### src/rtl/glpf_pkg.sv
// Package: types and fixed constants of the grid local peak finder.
`timescale 1ns / 1ps

package glpf_pkg;

  localparam int MAX_WIDTH = 32;
  localparam int MAX_ROWS  = 1024;
  localparam int VAL_W     = 16;
  localparam int COL_W     = 5;
  localparam int ROW_W     = 10;
  localparam int CFG_W     = 6;

  localparam logic [CFG_W-1:0] WIDTH_RESET = CFG_W'(MAX_WIDTH);
  localparam logic [CFG_W-1:0] WIDTH_MIN   = CFG_W'(2);
  localparam logic [CFG_W-1:0] WIDTH_MAX   = CFG_W'(MAX_WIDTH);
  localparam logic [ROW_W-1:0] ROW_LAST    = ROW_W'(MAX_ROWS - 1);

  // Request codes
  localparam logic REQ_DATA  = 1'b0;
  localparam logic REQ_FLUSH = 1'b1;

  typedef struct packed {
    logic             req_type;
    logic [VAL_W-1:0] cell_value;
  } in_item_t;

  typedef struct packed {
    logic [ROW_W-1:0] peak_row;
    logic [COL_W-1:0] peak_col;
  } out_item_t;

  // One classified item on its way from the front to the back.
  typedef struct packed {
    logic             flush;      // flush beat, stores nothing
    logic [VAL_W-1:0] value;
    logic [COL_W-1:0] col;
    logic [ROW_W-1:0] row;        // row of the cell being decided
    logic             decide;     // cell above exists and column in range
    logic             has_right;  // right neighbor inside the row
    logic             has_up;     // upper neighbor exists
    logic             rotate;     // data beat that closes a row
  } cmd_t;

endpackage

### src/rtl/glpf_front.sv
// Front end: accepts item beats, keeps row/column counters, classifies each item.
`timescale 1ns / 1ps

module glpf_front (
  input  logic                          clk,
  input  logic                          rst,
  input  logic                          cfg_write,
  input  logic [glpf_pkg::CFG_W-1:0]    cfg_data,
  input  logic                          item_valid,
  input  glpf_pkg::in_item_t            item,
  output logic                          item_stall,
  input  logic                          queue_full,
  output logic                          push,
  output glpf_pkg::cmd_t                cmd
);

  logic [glpf_pkg::CFG_W-1:0] grid_width;
  logic [glpf_pkg::COL_W-1:0] col_count;
  logic [glpf_pkg::ROW_W-1:0] row_count;
  logic [glpf_pkg::COL_W-1:0] col_count_next;
  logic [glpf_pkg::ROW_W-1:0] row_count_next;

  logic [glpf_pkg::CFG_W-1:0] eff_width;
  logic [glpf_pkg::CFG_W-1:0] col_ext;
  logic [glpf_pkg::CFG_W-1:0] col_plus;
  logic                       row_end;
  logic                       flush;

  assign item_stall = queue_full;
  assign push       = item_valid && !queue_full;
  assign flush      = (item.req_type == glpf_pkg::REQ_FLUSH);

  // Clamp the configured width to the supported range
  always_comb begin
    if (grid_width < glpf_pkg::WIDTH_MIN) begin
      eff_width = glpf_pkg::WIDTH_MIN;
    end else if (grid_width > glpf_pkg::WIDTH_MAX) begin
      eff_width = glpf_pkg::WIDTH_MAX;
    end else begin
      eff_width = grid_width;
    end
  end

  assign col_ext  = {1'b0, col_count};
  assign col_plus = col_ext + 1'b1;
  assign row_end  = (col_plus >= eff_width);

  // Classification of the current beat
  always_comb begin
    cmd.flush     = flush;
    cmd.value     = item.cell_value;
    cmd.col       = col_count;
    cmd.row       = row_count - 1'b1;
    cmd.decide    = (col_ext < eff_width) && (row_count != '0);
    cmd.has_right = (col_plus < eff_width);
    cmd.has_up    = (row_count >= glpf_pkg::ROW_W'(2));
    cmd.rotate    = row_end && !flush;
  end

  // Counter update: a flush closing a row ends the frame
  always_comb begin
    col_count_next = col_count + 1'b1;
    row_count_next = row_count;
    if (row_end) begin
      col_count_next = '0;
      if (flush) begin
        row_count_next = '0;
      end else if (row_count != glpf_pkg::ROW_LAST) begin
        row_count_next = row_count + 1'b1;
      end
    end
  end

  always_ff @(posedge clk) begin
    if (rst) begin
      grid_width <= glpf_pkg::WIDTH_RESET;
      col_count  <= '0;
      row_count  <= '0;
    end else begin
      if (cfg_write) begin
        grid_width <= cfg_data;
      end
      if (push) begin
        col_count <= col_count_next;
        row_count <= row_count_next;
      end
    end
  end

endmodule

### src/rtl/glpf_queue.sv
// Short command queue between the front and back ends.
`timescale 1ns / 1ps

module glpf_queue #(
  parameter int DEPTH = 4
) (
  input  logic           clk,
  input  logic           rst,
  input  logic           push,
  input  glpf_pkg::cmd_t push_cmd,
  output logic           full,
  input  logic           pop,
  output logic           head_valid,
  output glpf_pkg::cmd_t head_cmd
);

  localparam int PTR_W = (DEPTH > 1) ? $clog2(DEPTH) : 1;
  localparam int CNT_W = $clog2(DEPTH + 1);
  localparam logic [PTR_W-1:0] PTR_LAST = PTR_W'(DEPTH - 1);
  localparam logic [CNT_W-1:0] CNT_FULL = CNT_W'(DEPTH);

  glpf_pkg::cmd_t   slots [DEPTH];
  logic [PTR_W-1:0] wr_ptr;
  logic [PTR_W-1:0] rd_ptr;
  logic [CNT_W-1:0] count;

  assign full       = (count == CNT_FULL);
  assign head_valid = (count != '0);
  assign head_cmd   = slots[rd_ptr];

  // Slot storage
  always_ff @(posedge clk) begin
    if (push) begin
      slots[wr_ptr] <= push_cmd;
    end
  end

  // Pointers and fill count
  always_ff @(posedge clk) begin
    if (rst) begin
      wr_ptr <= '0;
      rd_ptr <= '0;
      count  <= '0;
    end else begin
      if (push) begin
        wr_ptr <= (wr_ptr == PTR_LAST) ? '0 : wr_ptr + 1'b1;
      end
      if (pop) begin
        rd_ptr <= (rd_ptr == PTR_LAST) ? '0 : rd_ptr + 1'b1;
      end
      if (push && !pop) begin
        count <= count + 1'b1;
      end else if (pop && !push) begin
        count <= count - 1'b1;
      end
    end
  end

endmodule

### src/rtl/glpf_back.sv
// Back end: three line buffers, per-column compares, registered peak output.
`timescale 1ns / 1ps

module glpf_back (
  input  logic                  clk,
  input  logic                  rst,
  input  logic                  cmd_valid,
  input  glpf_pkg::cmd_t        cmd,
  output logic                  cmd_pop,
  output logic                  peak_valid,
  input  logic                  peak_stall,
  output glpf_pkg::out_item_t   peak
);

  localparam int W = glpf_pkg::MAX_WIDTH;

  logic [glpf_pkg::VAL_W-1:0] upper      [W];
  logic [glpf_pkg::VAL_W-1:0] middle     [W];
  logic [glpf_pkg::VAL_W-1:0] lower      [W];
  logic [glpf_pkg::VAL_W-1:0] lower_next [W];

  logic [W-1:0] ge_left;
  logic [W-1:0] ge_right;
  logic [W-1:0] ge_up;
  logic [W-1:0] ge_low;
  logic         is_peak;

  // Work one command whenever the output register is free or draining
  assign cmd_pop = cmd_valid && (!peak_valid || !peak_stall);

  // Per-column compares against fixed neighbors
  for (genvar i = 0; i < W; i++) begin : g_lane
    if (i == 0) begin : g_first
      assign ge_left[i] = 1'b1;
    end else begin : g_left
      assign ge_left[i] = (middle[i] >= middle[i-1]);
    end
    if (i == W - 1) begin : g_last
      assign ge_right[i] = 1'b1;
    end else begin : g_right
      assign ge_right[i] = (middle[i] >= middle[i+1]);
    end
    assign ge_up[i]  = (middle[i] >= upper[i]);
    assign ge_low[i] = (middle[i] >= cmd.value);
  end

  assign is_peak = cmd.decide
                && ge_left[cmd.col]
                && (!cmd.has_right || ge_right[cmd.col])
                && (!cmd.has_up || ge_up[cmd.col])
                && (cmd.flush || ge_low[cmd.col]);

  // Data beats store into the row being received
  always_comb begin
    for (int i = 0; i < W; i++) begin
      lower_next[i] = lower[i];
      if (!cmd.flush && (cmd.col == glpf_pkg::COL_W'(i))) begin
        lower_next[i] = cmd.value;
      end
    end
  end

  // Line buffers; a row-closing data beat shifts the rows up
  always_ff @(posedge clk) begin
    if (rst) begin
      for (int i = 0; i < W; i++) begin
        upper[i]  <= '0;
        middle[i] <= '0;
        lower[i]  <= '0;
      end
    end else if (cmd_pop) begin
      for (int i = 0; i < W; i++) begin
        lower[i] <= lower_next[i];
        if (cmd.rotate) begin
          upper[i]  <= middle[i];
          middle[i] <= lower_next[i];
        end
      end
    end
  end

  // Output register
  always_ff @(posedge clk) begin
    if (rst) begin
      peak_valid <= 1'b0;
    end else if (cmd_pop) begin
      peak_valid <= is_peak;
    end else if (!peak_stall) begin
      peak_valid <= 1'b0;
    end
  end

  always_ff @(posedge clk) begin
    if (cmd_pop) begin
      peak.peak_row <= cmd.row;
      peak.peak_col <= cmd.col;
    end
  end

endmodule

### src/rtl/grid_local_peak_finder_top.sv
// Top level of the grid local peak finder.
// Takes one item beat per clock: a grid value in row-major order or, after the last row,
// one flush beat per column. Each beat yields at most one peak beat, the coordinates of
// the cell above the current column when that cell is >= each of its existing four
// neighbors; peaks leave in row-major order. The front end classifies a beat in the cycle
// it is accepted and writes it into a QUEUE_DEPTH-entry command queue; the back end
// compares and updates its three line buffers one command per cycle unless stalled; an item
// beat is registered in the queue and its peak beat in the output register. item_stall
// rises only when the queue is full, which happens only while peak_stall holds the output
// register. cfg_data sets the row width (values below 2 act as 2, above 32 as 32); write it
// only while the block is idle. No clearing pass: the block takes items right after reset.
`timescale 1ns / 1ps

module grid_local_peak_finder_top #(
  parameter int QUEUE_DEPTH = 4
) (
  input  logic                         clk,
  input  logic                         rst,
  input  logic                         cfg_write,
  input  logic [glpf_pkg::CFG_W-1:0]   cfg_data,
  input  logic                         item_valid,
  output logic                         item_stall,
  input  glpf_pkg::in_item_t           item,
  output logic                         peak_valid,
  input  logic                         peak_stall,
  output glpf_pkg::out_item_t          peak
);

  logic           push;
  logic           queue_full;
  glpf_pkg::cmd_t front_cmd;
  logic           head_valid;
  glpf_pkg::cmd_t head_cmd;
  logic           pop;

  glpf_front u_front (
    .clk        (clk),
    .rst        (rst),
    .cfg_write  (cfg_write),
    .cfg_data   (cfg_data),
    .item_valid (item_valid),
    .item       (item),
    .item_stall (item_stall),
    .queue_full (queue_full),
    .push       (push),
    .cmd        (front_cmd)
  );

  glpf_queue #(
    .DEPTH (QUEUE_DEPTH)
  ) u_queue (
    .clk        (clk),
    .rst        (rst),
    .push       (push),
    .push_cmd   (front_cmd),
    .full       (queue_full),
    .pop        (pop),
    .head_valid (head_valid),
    .head_cmd   (head_cmd)
  );

  glpf_back u_back (
    .clk        (clk),
    .rst        (rst),
    .cmd_valid  (head_valid),
    .cmd        (head_cmd),
    .cmd_pop    (pop),
    .peak_valid (peak_valid),
    .peak_stall (peak_stall),
    .peak       (peak)
  );

endmodule

### config.mk
export PLATFORM = sky130hd
export DESIGN_NAME = grid_local_peak_finder_top
export DESIGN_NICKNAME = d
export VERILOG_FILES = /design/src/rtl/glpf_pkg.sv /design/src/rtl/glpf_front.sv /design/src/rtl/glpf_queue.sv /design/src/rtl/glpf_back.sv /design/src/rtl/grid_local_peak_finder_top.sv
export SDC_FILE = /design/constraint.sdc
export NUM_CORES = 2
export LEC_CHECK = 0
export ABC_AREA = 1
export CAP_MARGIN = 0
export CORE_AREA = 4 4 422 424
export DETAILED_ROUTE_END_ITERATION = 16
export DIE_AREA = 0 0 426 428
export DONT_BUFFER_PORTS = 1
export GPL_TIMING_DRIVEN = 0
export PLACE_DENSITY = 0.75
export SYNTH_ARGS = -nofsm -noshare
export SYNTH_HDL_FRONTEND = slang
export SYNTH_SLANG_ARGS = --single-unit
### constraint.sdc
create_clock -name clk -period 35.4 [get_ports clk]
set_input_delay 0 -clock clk [delete_from_list [all_inputs] [get_ports clk]]
set_output_delay 0 -clock clk [all_outputs]
set_load 0.02 [all_outputs]
==> reports/summary.txt <==
Routed Wire Length: 311,000 um
Die W: 426 um
Hold Path Stages: 3
Max_slew headroom: -7.49%
Syn Area/Cell: 9.48 um^2
Top_reg_cell synth: edfxtp_1
Final Setup Violations: 0
DRC: 0
Cell count of the worst reg-to-reg path: 24
Clock tree buffer depth: 3
Register Area: 51,500 um^2
Nets: 12,800
Core area: 174,000 um^2
Vias per cell: 6.01
DP Worst Slack: 29,870 ps
Critical-path top delay cell: clkbuf_4
Status: finished, violations left
PnR worst setup slack: 29,650 ps
Area of the multi-input gates: 45,500 um^2
Worst path required time: 36,100 ps
Clk_lat worst skew: 870 ps
Most frequent cells after synthesis: nand2_1, edfxtp_1, nor2_1
Crit-path most repeated cell: nand2_1
Post-route ant nets: 0
Post-DR wirelength/cell: 22.6 um
Largest cells by area after synthesis: edfxtp_1, ha_1, nand2_1, nor2_1, inv_1
Top-count cell post-synth: nand2_1
Largest net degree at the start of global routing: 75
Ys async rst share: 0%
Crit. End Element: register
Global Route Usage Sum: 33.4%
Fmax: 174 MHz
Share of layout cells above drive strength 1: 5.19%
Initial antenna violation count: 13
CTS tree: built
Drt initial violations: 10,400
Unrepaired setup endpoints after global routing: false
Gr busiest metal: met2
Reg2reg setup slack: 29,650 ps
Fin. Hold Viols: 0
CTS clock-pin slew for the worst setup and hold paths: 60 ps
Final min period: 5750 ps
Slew @ Worst Pin: 1610 ps
CTS Buf Count: 179
Die H: 428 um
EDFF count, synth: 1,695
Reg-to-reg endpoint: u_back.peak_valid
Fillers: 13,100
Yosys reg bits: 1,726
I/O Buffers: 0
First-pass DRT Iterations: 6
Post-Synthesis Cells: 11,000
Die ar.: 182,000 um^2
Yosys cell types: 49
Fin crit share: 16.2%
Post-CTS Setup Inserts: 0
Worst Path Max Fanout: 21
Rows: 153
Ports: 45
Met3 Resource Use GR: 7.40%
H-tree levels: 4
Critical Path Max Stage Delay: 750 ps
Global-route wire length before repair: 465,000 um
TNS Setup: 0 ps
Fin. max-slew vios: 44
Syn nets: 12,500
WHS Endpoint: u_front.grid_width[1]
CP Cell Sequence: buf_6, inv_4, buf_2, buf_2, a32oi_1, inv_1, clkbuf_4, buf_16, ha_1, nand2_1, inv_1, nor2_1, o21a_1, nand2_1, nand2_1, nand3_1, nand2_1, nand2_1, o21ai_0, nand3_1, nor2_1, nor2_1, nand4_1, a21oi_1
Area Overhead vs Synth: 10.4%
GPL Wtd Cong: 0.923
Met1 Usage GRT: 44.4%
Fin Clk Skew: 68.1 ps
WP data arrival: 6450 ps
Met2 Use GR: 50.9%
Register area share after synthesis: 49.6%
Root Driver: clkbuf_16
Starting Density: 59.8%
WS Path Type: reg -> reg
Final core occ: 66.0%
Vias in the first global route: 80,100
HP Class: in -> reg
Vias post-DR: 82,500
Share of the synthesized area in the top cell type: 49.0%
Synth Cell Area: 104,000 um^2
CP startpoint kind: register
Max-cap viol count: 4
Origin of the worst min-delay path: cfg_write
Violated checks: max-capacitance violations, max-slew violations
Hpwl dp: 220,000 um
Ys Warns: 0
Cell taking the most area after synthesis: edfxtp_1
Clock sink total: 1,726
Total grt overflow: 0
cell type report:
class                   instances  share of cell area, %
clock buffers                 212                   4.02
multi-input cells            7457                   39.6
diodes                          4                0.00872
plain buffers                 325                   1.39
well taps                    2325                   2.53
inverters                    1464                   4.80
flip-flops and latches       1726                   44.9
repair buffers                 97                   1.50
clock inverters               116                   1.26
critical path, delay by kind of cell (launching register included):
kind	cells	cell delay, ps
buffers and inverters	8	2620
AND/OR/NAND/NOR	11	1470
AO/OA/AOI/OAI	4	830
flip-flops	1	310
adder cells (fa/ha/maj)	1	310
logic make-up (layout without fill, tap and decap cells):
| family | after synthesis | in the layout | synth area share (%) |
|---|---|---|---|
| simple gates | 4041 | 4041 | 15.6 |
| compound gates | 1858 | 1858 | 9.36 |
| buf+inv | 1789 | 2214 | 6.77 |
| flops | 1726 | 1726 | 49.6 |
| fa+ha+maj | 1543 | 1543 | 18.6 |
| xor+xnor | 12 | 12 | 0.101 |
| mux | 3 | 3 | 0.0325 |
| other cells | 0 | 4 | 0 |
worst max-delay path by stage:
stage,from,endpoint,cells after the start
final,register,u_back.peak_valid,24
after global routing,register,u_back.peak_valid,21
after CTS,register,u_back.peak_valid,21
after detailed placement,register,u_back.peak_valid,21
after global placement,rst,u_back.upper[2][16],5
after floorplan,u_queue.count[0],u_back.middle[0][0],4
state kept, by name (all words and copies together) (netlist names), named ones only:
signal / count
u_queue.rd_ptr: 2
u_queue.count: 3
u_back.upper: 512
u_queue.wr_ptr: 2
u_queue.slots: 144
u_front.row_count: 10
u_front.col_count: 5
u_front.grid_width: 6
u_back.middle: 512
u_back.peak_valid: 1
u_back.peak: 15
u_back.lower: 512
layout by cell type, fill, tap and decap left out, types with 21 or more instances in the layout:
master / n
dlygate4sd3_1: 51
clkinv_1: 34
o21ai_0: 664
a21oi_1: 907
ha_1: 1542
clkbuf_1: 163
nand4_1: 71
nor3_1: 89
inv_1: 1436
dfxtp_1: 31
o21ai_1: 126
bufinv_16: 21
edfxtp_1: 1695
buf_4: 23
inv_2: 23
o21a_1: 63
nand2_1: 1903
clkbuf_16: 179
nor2_1: 1677
clkinv_2: 28
buf_16: 38
buf_2: 140
nand3_1: 206
o21bai_1: 47
what timing repair did:
item	4_1_cts	5_1_grt
gates resized for setup	0	0
hold buffers	51	0
endpoints found under the hold margin	103	0
per-stage QoR:
| stage | std cells | cell area, um^2 | hold WS [ps] |
|---|---|---|---|
| floorplan | 11000 | 104000 | 98.9 |
| global placement | 13300 | 107000 | 99.0 |
| detailed placement | 13300 | 108000 | 99.0 |
| CTS | 13700 | 115000 | 11.1 |
| global route | 13700 | 115000 | 175 |
| finish | 13700 | 115000 | 110 |
per-layer routing:
layer / up-vias / wire, um
met3: 973 / 35400
met1: 39000 / 118000
met4: 8 / 20500
li1: 37800 / -
met5: - / 55
met2: 4630 / 137000
Power is left out: the tool's default activity adds up to more than one toggle a clock period on the data nets, which glitch-free logic cannot reach.
